## src/design/tsw_pkg.sv

```systemverilog
// ----------------------------------------------------------------------------
// tsw_pkg
// shared types, constants and helpers of the terrain splat weight pipeline
// ----------------------------------------------------------------------------
package tsw_pkg;

  // defaults of the top level parameters
  localparam int unsigned HEIGHT_WIDTH_DEF = 24;
  localparam int unsigned WEIGHT_FRAC_DEF  = 15;

  // fixed field widths
  localparam int unsigned REG_W     = 24;
  localparam int unsigned CFG_IDX_W = 3;
  localparam int unsigned SED_W     = 23;
  localparam int unsigned FLOW_W    = 16;
  localparam int unsigned WEIGHT_W  = 16;
  localparam int unsigned Q_FRAC    = 8;

  // slope root datapath
  localparam int unsigned SQ_W       = 30;
  localparam int unsigned SQ2_W      = 2 * SQ_W;
  localparam int unsigned SQ_SUM_W   = SQ2_W + 1;
  localparam int unsigned EXP_W      = 2;
  localparam int unsigned ROOT_IN_W  = 62;
  localparam int unsigned ROOT_STEPS = ROOT_IN_W / 2;
  localparam int unsigned ROOT_W     = ROOT_STEPS;
  localparam int unsigned SHR_W      = 4;
  localparam int unsigned ROOT_FRAC  = 6;
  localparam int unsigned SLOPE_W    = ROOT_W + 9;
  localparam int unsigned HI_W       = SLOPE_W + 7;
  localparam int unsigned T_W        = REG_W + 1;

  // rock ramp: (100*s - 2304*t) / (3072*t)
  localparam int unsigned ROCK_GAIN    = 100;
  localparam int unsigned ROCK_LO_MUL  = 2304;
  localparam int unsigned ROCK_DEN_MUL = 3072;

  // dividers
  localparam int unsigned DIV_W      = 37;
  localparam int unsigned HDIV_W     = REG_W;
  localparam int unsigned LANES      = 2;
  localparam int unsigned LANE_ROCK  = 0;
  localparam int unsigned LANE_HGT   = 1;

  // flow and sediment
  localparam int unsigned FLOW_SHIFT   = 9;
  localparam int unsigned SED_SAT_LIM  = 768;
  localparam int unsigned SED_KEEP     = 10;
  localparam int unsigned SEDV_W       = SED_KEEP + Q_FRAC;
  localparam int unsigned SED_RECIP_W  = 23;
  localparam logic [SED_RECIP_W-1:0] SED_RECIP = 23'd5592406;
  localparam int unsigned SED_RECIP_SH = 24;
  localparam int unsigned SED_PROD_W   = SEDV_W + SED_RECIP_W;

  // register reset values
  localparam logic [REG_W-1:0] CELL_SIZE_RST    = 24'd256;
  localparam logic [REG_W-1:0] HEIGHT_SCALE_RST = 24'd10240;

  typedef enum logic [CFG_IDX_W-1:0] {
    REG_CELL_SIZE    = 3'd0,
    REG_RANGE_LOW    = 3'd1,
    REG_RANGE_HIGH   = 3'd2,
    REG_RANGE_VALID  = 3'd3,
    REG_HEIGHT_SCALE = 3'd4
  } cfg_reg_e;

  typedef struct packed {
    logic [REG_W-1:0]        cell_size;
    logic signed [REG_W-1:0] range_low;
    logic signed [REG_W-1:0] range_high;
    logic                    range_valid;
    logic [REG_W-1:0]        height_scale;
  } cfg_t;

  // words travelling alongside the slope root
  typedef struct packed {
    logic [SHR_W-1:0]    root_shift;
    logic [HDIV_W-1:0]   h_num;
    logic [HDIV_W-1:0]   h_den;
    logic                h_zero;
    logic                h_sat;
    logic [WEIGHT_W-1:0] flow_w;
    logic [WEIGHT_W-1:0] sed_w;
  } front_side_t;

  // words travelling alongside the dividers
  typedef struct packed {
    logic                r_zero;
    logic                r_sat;
    logic                h_zero;
    logic                h_sat;
    logic [WEIGHT_W-1:0] flow_w;
    logic [WEIGHT_W-1:0] sed_w;
  } div_side_t;

  // full scale weight, clipped to the 16 bit field
  function automatic logic [WEIGHT_W-1:0] weight_limit(int unsigned frac);
    logic [WEIGHT_W-1:0] lim;
    if (frac > WEIGHT_W - 1) begin
      lim = '1;
    end else begin
      lim = WEIGHT_W'(32'd1 << frac);
    end
    return lim;
  endfunction

endpackage

```

## src/design/tsw_root_pipe.sv

```systemverilog
// ----------------------------------------------------------------------------
// tsw_root_pipe
// integer square root, one result bit per register stage
// ----------------------------------------------------------------------------
module tsw_root_pipe #(
  parameter int unsigned SIDE_W = 1
) (
  input  logic                          clk_i,
  input  logic                          rst_ni,
  input  logic                          in_valid_i,
  output logic                          in_stall_o,
  input  logic [tsw_pkg::ROOT_IN_W-1:0] radicand_i,
  input  logic [SIDE_W-1:0]             side_i,
  output logic                          out_valid_o,
  input  logic                          out_stall_i,
  output logic [tsw_pkg::ROOT_W-1:0]    root_o,
  output logic [SIDE_W-1:0]             side_o
);

  localparam int unsigned NST = tsw_pkg::ROOT_STEPS;
  localparam int unsigned RW  = tsw_pkg::ROOT_IN_W;

  logic [NST-1:0]    v_q;
  logic [NST-1:0]    stall;
  logic [RW-1:0]     n_q [NST];
  logic [RW-1:0]     r_q [NST];
  logic [SIDE_W-1:0] s_q [NST];
  logic [RW-1:0]     n_s [NST];
  logic [RW-1:0]     r_s [NST];
  logic [SIDE_W-1:0] s_s [NST];
  logic [NST-1:0]    v_s;

  always_comb begin
    stall[NST-1] = v_q[NST-1] && out_stall_i;
    for (int k = NST - 2; k >= 0; k--) begin
      stall[k] = v_q[k] && stall[k+1];
    end
  end

  assign in_stall_o  = stall[0];
  assign out_valid_o = v_q[NST-1];

  always_ff @(posedge clk_i or negedge rst_ni) begin
    if (!rst_ni) begin
      v_q <= '0;
    end else begin
      for (int k = 0; k < NST; k++) begin
        if (!stall[k]) begin
          v_q[k] <= v_s[k];
        end
      end
    end
  end

  for (genvar k = 0; k < NST; k++) begin : g_step
    localparam logic [RW-1:0] BIT = RW'(1) << (RW - 2 - 2 * k);

    logic [RW:0]   trial;
    logic [RW-1:0] n_d, r_d;

    if (k == 0) begin : g_first
      assign n_s[k] = radicand_i;
      assign r_s[k] = '0;
      assign s_s[k] = side_i;
      assign v_s[k] = in_valid_i;
    end else begin : g_next
      assign n_s[k] = n_q[k-1];
      assign r_s[k] = r_q[k-1];
      assign s_s[k] = s_q[k-1];
      assign v_s[k] = v_q[k-1];
    end

    always_comb begin
      trial = (RW + 1)'(r_s[k]) + (RW + 1)'(BIT);
      if ((RW + 1)'(n_s[k]) >= trial) begin
        n_d = RW'((RW + 1)'(n_s[k]) - trial);
        r_d = (r_s[k] >> 1) + BIT;
      end else begin
        n_d = n_s[k];
        r_d = r_s[k] >> 1;
      end
    end

    always_ff @(posedge clk_i) begin
      if (!stall[k] && v_s[k]) begin
        n_q[k] <= n_d;
        r_q[k] <= r_d;
        s_q[k] <= s_s[k];
      end
    end
  end

  assign root_o = tsw_pkg::ROOT_W'(r_q[NST-1]);
  assign side_o = s_q[NST-1];

endmodule

```

## config.mk

```make
export PLATFORM = sky130hd
export DESIGN_NAME = tsw_root_pipe
export DESIGN_NICKNAME = d
export VERILOG_FILES = /design/src/design/tsw_pkg.sv /design/src/design/tsw_root_pipe.sv
export SDC_FILE = /design/constraint.sdc
export NUM_CORES = 2
export LEC_CHECK = 0
export BUFFER_PORTS_ARGS = -buffer_cell sky130_fd_sc_hd__buf_2
export CAP_MARGIN = 20
export CORE_AREA = 2 2 439 441
export CTS_CLUSTER_SIZE = 12
export DETAILED_ROUTE_END_ITERATION = 16
export DIE_AREA = 0 0 441 443
export PLACE_DENSITY = 0.77
export SETUP_SLACK_MARGIN = 0.4
export SLEW_MARGIN = 25
export SYNTH_ARGS = -nofsm -noshare
export SYNTH_HDL_FRONTEND = slang
export SYNTH_SLANG_ARGS = --single-unit
```

## constraint.sdc

```tcl
create_clock -name clk_i -period 17.2 [get_ports clk_i]
set_clock_uncertainty 0.2 [all_clocks]
set_input_delay 3.44 -clock clk_i [delete_from_list [all_inputs] [get_ports clk_i]]
set_output_delay 3.44 -clock clk_i [all_outputs]
set_load 0.02 [all_outputs]
```

==> summary.md <==
| Metric | Value |
|---|---|
| Cts bufs inserted | 241 |
| # rows | 161 |
| HP Class | flop to flop |
| Status | finished, final reports clean |
| Max_cap viols | 0 |
| EDFF count, synth | 2387 |
| Synthesized flop and latch total | 2418 |
| WL/cell | 20.7 um |
| Top Layer Used | met5 |
| CTS Buffer Depth | 3 |
| CP max stage delay | 0.78 ns |
| Vias per inst | 6.02 |
| Final hold vios | 0 |
| Cell family with most CP delay | simple AND/OR/NAND/NOR gates |
| CP Cell Sequence | buf_2, nand3_1, nor2_1, and3_1, nand2_1, nor4_1, nand2_1, nor4_1, and3_1, nand3_1, inv_1, buf_2 |
| Final Cycle Share | 63.0% |
| GRT Resource Usage Total | 24.7% |
| Cts hold-fix bufs | 0 |
| Largest cells by area after synthesis | edfxtp_1 (63%), ha_1 (5.8%), xnor2_1 (3.2%) |
| CP endpoint kind | output pin |
| Post-Synthesis Net Count | 9444 |
| Io pins | 101 |
| Asr flop ratio synth | 1.28% |
| CP Data Arrival Time | 7.20 ns |
| Net Sw Frac | 31.4% |
| Port bufs | 100 |
| Post-route ant nets | 0 |
| Yosys top cell area share | 62.9% |
| Global-route wire length before repair | 380000 um |
| Combinational group share of total power | 27.3% |
| Crit Path Category | input port to output pin |
| Max Fclk | 0.0922 GHz |
| GP Congestion | 0.951 |
| WL met2 | 123000 um |
| Clock sinks | 2418 |
| Cells after synthesis | 8852 |
| Setup TNS | 0 ns |
| Syn Std Cell Area | 0.114 mm^2 |
| Total design power | 18.6 mW |
| Yosys warnings | 0 |
| CP Max Fanout | 5 |
| CTS H-tree depth | 4 |
| Power per cell area | 149 mW/mm^2 |
| Share of post-route cells with drive strength above 1 | 7.41% |
| Vias in the first global route | 70000 |
| RSZ-0062 raised after global routing | false |
| Die area | 0.195 mm^2 |
| CTS tree | yes |
| Bufs and invs on worst path | 3 |
| Final WL | 244000 um |
| Worst setup SP type | input port |
| Crit path max-delay cell type | nor4_1 |
| Number of distinct library cells after synthesis | 85 |
| Worst Tran Pin Value | 1.14 ns |
| Met3 routed WL | 14100 um |
| Area delta synth->final | 9.88% |
| Layout Nets | 9703 |
| Core area | 0.191 mm^2 |
| Main synth FF type | edfxtp_1 |
| Critical Path RT | 13.56 ns |
| Largest net degree at the start of global routing | 87 |
| CTS clk-pin slew, worst paths | 0.07 ns |
| Seq/Total Area, Yosys | 63.6% |
| Sw power | 5.85 mW |
| Clock root cell | clkbuf_16 |
| Postcts setup bufs | 0 |
| Syn_area_per_cell | 12.9 um^2 |
| Drt pass-1 iters | 9 |
| Clock network power share | 26.4% |
| Finish-stage setup viols | 0 |
| Final Slew Violations | 0 |
| Die height | 443 um |
| Clock latency on the worst-skew pair | 0.93 ns |
| CTS resizes | 0 |
| List of most frequent post-synthesis cells | edfxtp_1 (2387), inv_1 (646), nor2_1 (577), a21oi_1 (542), ha_1 (525) |
| Starting Density | 59.6% |
| Total gr overflow | 0 |
| Peak supply drop | 0.119 mV |
| Cell-internal power | 12.8 mW |
| DIE WIDTH | 441 um |
| DRC viols | 0 |
| Max-slew headroom | 23.0% |
| DR iter-0 viols | 6389 |
| Vias | 71100 |
| Initial antenna violation count | 5 |
| Min Tclk post-route | 10.84 ns |
| Most common cell in the netlist | edfxtp_1 |
| Post-DP HPWL | 179000 um |
| Cell accounting for the most synthesized area | edfxtp_1 |
| Register share of total power | 46.3% |
| Leakage Power | 47.0 nW |
| Met1 WL | 98000 um |
-- per-layer routing --
layer	vias to the layer above	GRT usage [%]
met1	34600	31.3
met4	4	8.70
li1	33600	-
met2	2307	42.8
met3	538	3.75
met5	-	0
-- cells in the final DEF, fill, tap and decap left out, types with 298 or more instances in the layout --
master / n
edfxtp_1: 2387
inv_1: 646
nor2_1: 576
a21oi_1: 540
ha_1: 525
nand2_1: 508
xnor2_1: 420
xor2_1: 389
o21ai_0: 368
nor4_1: 298
-- final cells by class --
class / instances / area, um^2
sequential: 2418 / 72500
tap: 2526 / 3160
timing repair buffer: 156 / 952
fill: 13300 / 66000
multi-input combinational: 5647 / 38800
antenna: 1 / 2.50
clock buffer: 316 / 6330
inverter: 647 / 2430
clock inverter: 93 / 1060
-- registers in the layout (all words and copies together), names as in the netlist --
register	flops
n_q	1860
v_q	31
s_q	31
r_q	496
-- power groups by stage --
stage	registers, mW	clock network (mW)	logic [mW]
final	8.62	4.91	5.09
after CTS	8.61	5.00	5.02
after detailed placement	8.72	0	4.97
after global placement	8.70	0	4.81
after global routing	8.71	5.23	5.63
after floorplan	8.42	0	3.88
-- stage by stage --
step / utilization, % / hold WS (ns) / cells / setup slack (ns) / area (um^2)
detailed placement: 61.6 / 0.205 / 11400 / 6.39 / 118000
global route: 65.5 / 0.198 / 11800 / 6.18 / 125000
CTS: 65.4 / 0.186 / 11800 / 6.36 / 125000
floorplan: - / 0.200 / 8852 / 6.40 / 114000
global placement: 61.6 / 0.201 / 11400 / 6.34 / 118000
finish: 65.5 / 0.190 / 11800 / 6.36 / 125000
-- worst reg2reg max path: cells and delay by family, from the launching register on --
family / cells / cell delay [ns]
buf+inv: 1 / 0.30
flops: 1 / 0.45
simple gates: 10 / 3.65
-- path summary, 6_finish.rpt --
| kind | start | to | slack (ns) | cells past startpoint |
|---|---|---|---|---|
| min in group asynchronous | rst_ni | v_q[1] | 2.44 | 1 |
| max in group asynchronous | rst_ni | v_q[13] | 13.80 | 1 |
| worst max-delay path | out_stall_i | in_stall_o | 6.36 | 12 |
| worst min register to register | n_q[0][717] | n_q[0][779] | 0.19 | 0 |
| worst max register to register | v_q[30] | n_q[0][28] | 12.18 | 11 |
| worst min-delay path | n_q[0][717] | n_q[0][779] | 0.19 | 0 |
-- kinds of logic (layout without fill, tap and decap cells) --
| group | count (synthesis) | in the layout | synth area share (%) |
|---|---|---|---|
| simple gates | 2576 | 2576 | 11.8 |
| xor+xnor | 809 | 809 | 6.22 |
| fa+ha+maj | 525 | 525 | 5.77 |
| buf+inv | 787 | 1212 | 2.60 |
| compound gates | 1623 | 1623 | 8.89 |
| mux | 114 | 114 | 1.12 |
| flops | 2418 | 2418 | 63.6 |
| other cells | 0 | 1 | 0 |
Power figures use the tool's default switching activity.
