<file path="src/design/tsw_pkg.sv">
// ----------------------------------------------------------------------------
// tsw_pkg
// shared types, constants and helpers of the terrain splat weight pipeline
// ----------------------------------------------------------------------------
package tsw_pkg;

  // defaults of the top level parameters
  localparam int unsigned HEIGHT_WIDTH_DEF = 24;
  localparam int unsigned WEIGHT_FRAC_DEF  = 15;

  // fixed field widths
  localparam int unsigned REG_W     = 24;
  localparam int unsigned CFG_IDX_W = 3;
  localparam int unsigned SED_W     = 23;
  localparam int unsigned FLOW_W    = 16;
  localparam int unsigned WEIGHT_W  = 16;
  localparam int unsigned Q_FRAC    = 8;

  // slope root datapath
  localparam int unsigned SQ_W       = 30;
  localparam int unsigned SQ2_W      = 2 * SQ_W;
  localparam int unsigned SQ_SUM_W   = SQ2_W + 1;
  localparam int unsigned EXP_W      = 2;
  localparam int unsigned ROOT_IN_W  = 62;
  localparam int unsigned ROOT_STEPS = ROOT_IN_W / 2;
  localparam int unsigned ROOT_W     = ROOT_STEPS;
  localparam int unsigned SHR_W      = 4;
  localparam int unsigned ROOT_FRAC  = 6;
  localparam int unsigned SLOPE_W    = ROOT_W + 9;
  localparam int unsigned HI_W       = SLOPE_W + 7;
  localparam int unsigned T_W        = REG_W + 1;

  // rock ramp: (100*s - 2304*t) / (3072*t)
  localparam int unsigned ROCK_GAIN    = 100;
  localparam int unsigned ROCK_LO_MUL  = 2304;
  localparam int unsigned ROCK_DEN_MUL = 3072;

  // dividers
  localparam int unsigned DIV_W      = 37;
  localparam int unsigned HDIV_W     = REG_W;
  localparam int unsigned LANES      = 2;
  localparam int unsigned LANE_ROCK  = 0;
  localparam int unsigned LANE_HGT   = 1;

  // flow and sediment
  localparam int unsigned FLOW_SHIFT   = 9;
  localparam int unsigned SED_SAT_LIM  = 768;
  localparam int unsigned SED_KEEP     = 10;
  localparam int unsigned SEDV_W       = SED_KEEP + Q_FRAC;
  localparam int unsigned SED_RECIP_W  = 23;
  localparam logic [SED_RECIP_W-1:0] SED_RECIP = 23'd5592406;
  localparam int unsigned SED_RECIP_SH = 24;
  localparam int unsigned SED_PROD_W   = SEDV_W + SED_RECIP_W;

  // register reset values
  localparam logic [REG_W-1:0] CELL_SIZE_RST    = 24'd256;
  localparam logic [REG_W-1:0] HEIGHT_SCALE_RST = 24'd10240;

  typedef enum logic [CFG_IDX_W-1:0] {
    REG_CELL_SIZE    = 3'd0,
    REG_RANGE_LOW    = 3'd1,
    REG_RANGE_HIGH   = 3'd2,
    REG_RANGE_VALID  = 3'd3,
    REG_HEIGHT_SCALE = 3'd4
  } cfg_reg_e;

  typedef struct packed {
    logic [REG_W-1:0]        cell_size;
    logic signed [REG_W-1:0] range_low;
    logic signed [REG_W-1:0] range_high;
    logic                    range_valid;
    logic [REG_W-1:0]        height_scale;
  } cfg_t;

  // words travelling alongside the slope root
  typedef struct packed {
    logic [SHR_W-1:0]    root_shift;
    logic [HDIV_W-1:0]   h_num;
    logic [HDIV_W-1:0]   h_den;
    logic                h_zero;
    logic                h_sat;
    logic [WEIGHT_W-1:0] flow_w;
    logic [WEIGHT_W-1:0] sed_w;
  } front_side_t;

  // words travelling alongside the dividers
  typedef struct packed {
    logic                r_zero;
    logic                r_sat;
    logic                h_zero;
    logic                h_sat;
    logic [WEIGHT_W-1:0] flow_w;
    logic [WEIGHT_W-1:0] sed_w;
  } div_side_t;

  // full scale weight, clipped to the 16 bit field
  function automatic logic [WEIGHT_W-1:0] weight_limit(int unsigned frac);
    logic [WEIGHT_W-1:0] lim;
    if (frac > WEIGHT_W - 1) begin
      lim = '1;
    end else begin
      lim = WEIGHT_W'(32'd1 << frac);
    end
    return lim;
  endfunction

endpackage

</file>
<file path="src/design/tsw_front.sv">
// ----------------------------------------------------------------------------
// tsw_front
// five stage front end: gradients, height/flow/sediment weights, root operand
// ----------------------------------------------------------------------------
module tsw_front #(
  parameter int unsigned HEIGHT_WIDTH     = tsw_pkg::HEIGHT_WIDTH_DEF,
  parameter int unsigned WEIGHT_FRAC_BITS = tsw_pkg::WEIGHT_FRAC_DEF
) (
  input  logic                               clk_i,
  input  logic                               rst_ni,
  input  tsw_pkg::cfg_t                      cfg_i,
  input  logic                               in_valid_i,
  output logic                               in_stall_o,
  input  logic signed [HEIGHT_WIDTH-1:0]     center_i,
  input  logic signed [HEIGHT_WIDTH-1:0]     left_i,
  input  logic signed [HEIGHT_WIDTH-1:0]     right_i,
  input  logic signed [HEIGHT_WIDTH-1:0]     lower_i,
  input  logic signed [HEIGHT_WIDTH-1:0]     upper_i,
  input  logic [tsw_pkg::SED_W-1:0]          sed_i,
  input  logic [tsw_pkg::FLOW_W-1:0]         flow_i,
  output logic                               out_valid_o,
  input  logic                               out_stall_i,
  output logic [tsw_pkg::ROOT_IN_W-1:0]      radicand_o,
  output tsw_pkg::front_side_t               side_o
);

  localparam int unsigned NST  = 5;
  localparam int unsigned DW   = HEIGHT_WIDTH + 1;
  localparam int unsigned AW   = HEIGHT_WIDTH + 1;
  localparam int unsigned HXW  = ((HEIGHT_WIDTH > tsw_pkg::REG_W) ?
                                  HEIGHT_WIDTH : tsw_pkg::REG_W) + 2;
  localparam int unsigned EMAX = (AW > tsw_pkg::SQ_W) ? AW - tsw_pkg::SQ_W : 0;
  localparam int unsigned FXW  = tsw_pkg::FLOW_W + WEIGHT_FRAC_BITS;
  localparam logic [tsw_pkg::WEIGHT_W-1:0] WLIM =
    tsw_pkg::weight_limit(WEIGHT_FRAC_BITS);

  logic [NST-1:0] v_q;
  logic [NST-1:0] stall;

  // stage a
  logic signed [DW-1:0]           dx_a_q, dy_a_q;
  logic signed [HEIGHT_WIDTH-1:0] h_a_q;
  logic [tsw_pkg::SED_W-1:0]      sed_a_q;
  logic [tsw_pkg::FLOW_W-1:0]     flow_a_q;
  // stage b
  logic [AW-1:0]                  ax_b_q, ay_b_q;
  logic                           sed_sat_b_q;
  logic [tsw_pkg::SEDV_W-1:0]     sedv_b_q;
  tsw_pkg::front_side_t           side_b_q;
  // stage c
  logic [tsw_pkg::SQ_W-1:0]       bx_c_q, by_c_q;
  logic [tsw_pkg::EXP_W-1:0]      e_c_q;
  logic                           sed_sat_c_q;
  logic [tsw_pkg::SED_PROD_W-1:0] sedp_c_q;
  tsw_pkg::front_side_t           side_c_q;
  // stage d
  logic [tsw_pkg::SQ2_W-1:0]      sqx_d_q, sqy_d_q;
  logic [tsw_pkg::EXP_W-1:0]      e_d_q;
  tsw_pkg::front_side_t           side_d_q;
  // stage e
  logic [tsw_pkg::ROOT_IN_W-1:0]  n_e_q;
  tsw_pkg::front_side_t           side_e_q;

  // hold chain
  always_comb begin
    stall[NST-1] = v_q[NST-1] && out_stall_i;
    for (int k = NST - 2; k >= 0; k--) begin
      stall[k] = v_q[k] && stall[k+1];
    end
  end

  assign in_stall_o  = stall[0];
  assign out_valid_o = v_q[NST-1];

  always_ff @(posedge clk_i or negedge rst_ni) begin
    if (!rst_ni) begin
      v_q <= '0;
    end else begin
      for (int k = 0; k < NST; k++) begin
        if (!stall[k]) begin
          v_q[k] <= (k == 0) ? in_valid_i : v_q[k-1];
        end
      end
    end
  end

  // stage a: gradients
  always_ff @(posedge clk_i) begin
    if (!stall[0] && in_valid_i) begin
      dx_a_q   <= DW'(right_i) - DW'(left_i);
      dy_a_q   <= DW'(upper_i) - DW'(lower_i);
      h_a_q    <= center_i;
      sed_a_q  <= sed_i;
      flow_a_q <= flow_i;
    end
  end

  // stage b: magnitudes, height ratio operands, flow and sediment prep
  logic [AW-1:0]                  ax_b_d, ay_b_d;
  logic signed [HXW-1:0]          h_x, lo_x, hi_x, hs_x, span, rel, num, den;
  logic                           use_span, h_zero, h_sat;
  logic [FXW-1:0]                 fx;
  tsw_pkg::front_side_t           side_b_d;

  always_comb begin
    ax_b_d   = dx_a_q[DW-1] ? AW'(-dx_a_q) : AW'(dx_a_q);
    ay_b_d   = dy_a_q[DW-1] ? AW'(-dy_a_q) : AW'(dy_a_q);
    h_x      = HXW'(h_a_q);
    lo_x     = HXW'(cfg_i.range_low);
    hi_x     = HXW'(cfg_i.range_high);
    hs_x     = $signed(HXW'(cfg_i.height_scale));
    span     = hi_x - lo_x;
    rel      = h_x - lo_x;
    use_span = cfg_i.range_valid && (span > 0);
    if (use_span) begin
      num    = rel;
      den    = span;
      h_zero = (rel <= 0);
    end else begin
      num    = h_x;
      den    = hs_x;
      h_zero = (hs_x == 0) || (h_x <= 0);
    end
    h_sat = !h_zero && (num >= den);

    fx = (FXW'(flow_a_q) << WEIGHT_FRAC_BITS) >> tsw_pkg::FLOW_SHIFT;

    side_b_d            = '0;
    side_b_d.h_num      = (h_zero || h_sat) ? '0 : tsw_pkg::HDIV_W'(num);
    side_b_d.h_den      = tsw_pkg::HDIV_W'(den);
    side_b_d.h_zero     = h_zero;
    side_b_d.h_sat      = h_sat;
    side_b_d.flow_w     = (fx > FXW'(WLIM)) ? WLIM : tsw_pkg::WEIGHT_W'(fx);
  end

  always_ff @(posedge clk_i) begin
    if (!stall[1] && v_q[0]) begin
      ax_b_q      <= ax_b_d;
      ay_b_q      <= ay_b_d;
      sed_sat_b_q <= (sed_a_q >= tsw_pkg::SED_W'(tsw_pkg::SED_SAT_LIM));
      sedv_b_q    <= tsw_pkg::SEDV_W'(sed_a_q[tsw_pkg::SED_KEEP-1:0])
                     << (WEIGHT_FRAC_BITS - tsw_pkg::Q_FRAC);
      side_b_q    <= side_b_d;
    end
  end

  // stage c: range reduction of wide gradients, sediment reciprocal product
  logic [AW-1:0]             m_c;
  logic [tsw_pkg::EXP_W-1:0] e_c_d;

  always_comb begin
    m_c   = ax_b_q | ay_b_q;
    e_c_d = '0;
    for (int i = 0; i < EMAX; i++) begin
      if ((m_c >> (i + tsw_pkg::SQ_W)) != '0) begin
        e_c_d = tsw_pkg::EXP_W'(i + 1);
      end
    end
  end

  always_ff @(posedge clk_i) begin
    if (!stall[2] && v_q[1]) begin
      bx_c_q      <= tsw_pkg::SQ_W'(ax_b_q >> e_c_d);
      by_c_q      <= tsw_pkg::SQ_W'(ay_b_q >> e_c_d);
      e_c_q       <= e_c_d;
      sed_sat_c_q <= sed_sat_b_q;
      sedp_c_q    <= tsw_pkg::SED_PROD_W'(sedv_b_q) *
                     tsw_pkg::SED_PROD_W'(tsw_pkg::SED_RECIP);
      side_c_q    <= side_b_q;
    end
  end

  // stage d: squares, sediment weight
  tsw_pkg::front_side_t side_d_d;

  always_comb begin
    side_d_d       = side_c_q;
    side_d_d.sed_w = sed_sat_c_q ? WLIM :
                     tsw_pkg::WEIGHT_W'(sedp_c_q >> tsw_pkg::SED_RECIP_SH);
  end

  always_ff @(posedge clk_i) begin
    if (!stall[3] && v_q[2]) begin
      sqx_d_q  <= tsw_pkg::SQ2_W'(bx_c_q) * tsw_pkg::SQ2_W'(bx_c_q);
      sqy_d_q  <= tsw_pkg::SQ2_W'(by_c_q) * tsw_pkg::SQ2_W'(by_c_q);
      e_d_q    <= e_c_q;
      side_d_q <= side_d_d;
    end
  end

  // stage e: sum of squares, fraction bits kept for the root
  logic [tsw_pkg::SQ_SUM_W-1:0] q_e;
  logic [tsw_pkg::SHR_W-1:0]    sh_e;
  tsw_pkg::front_side_t         side_e_d;

  always_comb begin
    q_e  = tsw_pkg::SQ_SUM_W'(sqx_d_q) + tsw_pkg::SQ_SUM_W'(sqy_d_q);
    sh_e = '0;
    for (int k = 1; k <= tsw_pkg::ROOT_FRAC; k++) begin
      if ((q_e >> (tsw_pkg::ROOT_IN_W - 2 * k)) == '0) begin
        sh_e = tsw_pkg::SHR_W'(2 * k);
      end
    end
    side_e_d            = side_d_q;
    side_e_d.root_shift = tsw_pkg::SHR_W'(e_d_q) + tsw_pkg::SHR_W'(tsw_pkg::ROOT_FRAC)
                          - (sh_e >> 1);
  end

  always_ff @(posedge clk_i) begin
    if (!stall[4] && v_q[3]) begin
      n_e_q    <= tsw_pkg::ROOT_IN_W'(q_e) << sh_e;
      side_e_q <= side_e_d;
    end
  end

  assign radicand_o = n_e_q;
  assign side_o     = side_e_q;

endmodule

</file>
<file path="config.mk">
export PLATFORM = sky130hd
export DESIGN_NAME = tsw_front
export DESIGN_NICKNAME = d
export VERILOG_FILES = /design/src/design/tsw_pkg.sv /design/src/design/tsw_front.sv
export SDC_FILE = /design/constraint.sdc
export NUM_CORES = 2
export LEC_CHECK = 0
export BUFFER_PORTS_ARGS = -buffer_cell sky130_fd_sc_hd__buf_4
export CAP_MARGIN = 20
export CORE_UTILIZATION = 33
export DETAILED_ROUTE_END_ITERATION = 10
export GPL_TIMING_DRIVEN = 0
export RECOVER_POWER = 50
export SLEW_MARGIN = 5
export SYNTH_ARGS = -nofsm -noshare
export SYNTH_HDL_FRONTEND = slang
export SYNTH_SLANG_ARGS = --single-unit
export TNS_END_PERCENT = 5
</file>
<file path="constraint.sdc">
create_clock -name clk_i -period 12.15 [get_ports clk_i]
set_clock_uncertainty 0.1 [all_clocks]
set_input_delay 2.43 -clock clk_i [delete_from_list [all_inputs] [get_ports clk_i]]
set_output_delay 2.43 -clock clk_i [all_outputs]
set_load 0.01 [all_outputs]
</file>
==> flow_metrics.tcl <==
set metrics [dict create \
    r2r_slack_ps 1690 \
    area.growth.synth_to_final_pct 13.2 \
    overflow 0 \
    rsz0062_at_grt "false" \
    r2r_cells 30 \
    dr.pass1.iters 6 \
    netlist_top_cells_area "edfxtp_1 (29%), fa_1 (29%), ha_1 (11%)" \
    place_hpwl_mm 150 \
    period_needed_ps 10460 \
    io_pins 410 \
    slowest_stage "a221oi_1" \
    violations "capacitance limit, slew limit" \
    hold_buffers 0 \
    crit_path_start_kind "flip-flop" \
    vias 45209 \
    rr_endpoint "sqy_d_q[49]$_DFFE_PP_" \
    synth_seq_cells 671 \
    drc 0 \
    post-synth-top-area-fraction_pct 29.4 \
    max_slew_margin_pct -137 \
    max_stage_delay_ps 850 \
    cts_root_buf "clkbuf_16" \
    startpoint "by_c_q[3]$_DFFE_PP_" \
    clkLatencyLatePin_ps 720 \
    grt_pass1_vias 48260 \
    htreeDepth 3 \
    via_per_inst 4.74 \
    die_w_um 456 \
    final_hold_viol_count 0 \
    yosys.area_share.simple_pct 9.35 \
    die_h_um 456 \
    tightest_slew_ps 3560 \
    clkSinkCount 671 \
    drive_gt1_share_pct 8.84 \
    grt_max_degree 62 \
    end_kind "flip-flop" \
    fill_cells 20122 \
    yosysUniqueCellTypes 72 \
    crit_path_end "sqy_d_q[49]$_DFFE_PP_" \
    timing.final.crit_share_pct 86.1 \
    setup_tns_ps 0 \
    synth_warnings 0 \
    cts_tree "done" \
    clockBufferDepth 3 \
    crit_required_ps 12480 \
    status "finished, violations left" \
    yosysMostFrequentCell "inv_1" \
    grt_pass1_wl_mm 276 \
    reg2reg_from "by_c_q[3]$_DFFE_PP_" \
    syn_area_mm2 0.0680 \
    synthAdderAreaFrac_pct 39.9 \
    synth-compound-area-share_pct 6.87 \
    num-nets-final 8639 \
    hold-path-cell-count 0 \
    worstSetupPathType "flip-flop to flip-flop" \
    yosys-top-cells-count "inv_1 (1,526), fa_1 (969), edfxtp_1 (666), ha_1 (616), nand2_1 (452)" \
    dieArea_mm2 0.208 \
    ys.flop_type "edfxtp_1" \
    synth_xor_area_share_pct 3.56 \
    cts-buffers-inserted 76 \
    crit_fanout 10 \
    synth_cells 6311 \
    slew_violations 223 \
    synth_edf_count 666 \
    syn_area_per_cell_um2 10.8 \
    finalWirelength_mm 179 \
    final_util_pct 37.6 \
    hold_class "flip-flop to flip-flop" \
    drtAntennaViolNets 0 \
    synth_top_family_by_area "adder cells" \
    ys_seq_area_share_pct 29.6 \
    place.port_buffers 368 \
    post_cts_buffers 0 \
    initial_core_util_pct 33.2 \
    crit_arrival_ps 10790 \
    gr-usage-all-layers_pct 17.4 \
    ctsResizeCount 0 \
    place.gp.congestion 0.967 \
    rows 166 \
    wire_per_inst_um 18.7 \
    synth_mux_area_share_pct 1.31 \
    maxCapViolations 8 \
    antenna_found_initial 15 \
    fmax_ghz 0.0956 \
    core_mm2 0.205 \
    drtIter0Drc 2677 \
    async_flop_share_pct 0.745 \
    clk_pin_slew_worst_paths_ps 60 \
    setup_viol 0 \
    yosysTopAreaCell "edfxtp_1" \
]
## logic make-up (layout without fill, tap and decap cells)
group / count (synthesis) / in the layout
xor gates and xnor gates: 276 / 276
AOI/OAI and AO/OA: 720 / 720
buffers and inverters: 1680 / 2206
other: 2 / 21
adders and majority gates: 1585 / 1585
DFF: 671 / 671
and+or+nand+nor: 1295 / 1295
muxes: 82 / 82
## critical path, delay by kind of cell, from the launching register on
family,cells,cell delay [ps]
AO/OA/AOI/OAI,8,3040
XOR/XNOR,1,150
adder cells (fa/ha/maj),8,3860
buffers and inverters,10,1900
flip-flops,1,550
AND/OR/NAND/NOR,3,590
## worst min path at each step
stage	startpoint	to	slack, ps
2_1_floorplan	ax_b_q[0]$_DFFE_PP_	bx_c_q[0]$_DFFE_PP_	300
3_3_place_gp	side_d_q[43]$_DFFE_PP_	side_o[43]$_DFFE_PP_	300
3_5_place_dp	ax_b_q[8]$_DFFE_PP_	bx_c_q[8]$_DFFE_PP_	300
4_1_cts	side_b_q[60]$_SDFFCE_PP0P_	side_c_q[60]$_DFFE_PP_	310
5_1_grt	side_b_q[60]$_SDFFCE_PP0P_	side_c_q[60]$_DFFE_PP_	310
6_report	side_b_q[74]$_SDFFCE_PP0P_	side_c_q[74]$_DFFE_PP_	300
## layout make-up
class                   count  area (um^2)  area share [%]
repair buffers            387         2980            3.87
clock buffers              92         2010            2.61
inverters                1527         5730            7.45
plain buffers             153          661           0.859
clock inverters            47          572           0.743
well taps                2688         3360            4.37
flip-flops and latches    671        20100            26.2
diodes                      1         2.50         0.00325
multi-input cells        3978        41500            53.9
## sequential cells by signal (all words and copies together), names as in the netlist, 16 cells and up
register	count
dx_a_q	25
sedp_c_q	16
sed_a_q	23
side_b_q	60
flow_a_q	16
side_d_q	76
side_o	77
ay_b_q	25
bx_c_q	25
dy_a_q	25
sqy_d_q	49
h_a_q	24
sqx_d_q	49
ax_b_q	25
radicand_o	54
side_c_q	60
by_c_q	25
## placed cells by master, fill, tap and decap left out, drive strengths merged, types with 72 or more instances in the layout
cell and instances:
inv 1535, fa 969, edfxtp 666, ha 616, nand2 452, buf 333
clkbuf 299, and2 265, nor2 228, xnor2 204, a21oi 193, o21ai 141
a21o 109, nor2b 80, xor2 72
## routing by layer
metal,vias to the layer above,global-route usage (%),share of wire (%)
met1,22600,21.2,40
met5,-,0,0.058
met4,18,6.76,4.0
met2,1286,29.6,48
li1,21038,-,-
met3,267,3.99,7.2
## through the flow
step	area [um^2]	cells	hold WS, ps	setup slack [ps]
floorplan	68000	6329	300	1030
global placement	74100	9385	300	-3560
detailed placement	74600	9404	305	1700
CTS	77200	9543	311	1700
global route	76900	9543	313	1210
finish	76900	9544	305	1690
Power is not shown: default switching activity piles up to over one toggle a cycle in this logic, so the estimate is an artifact.
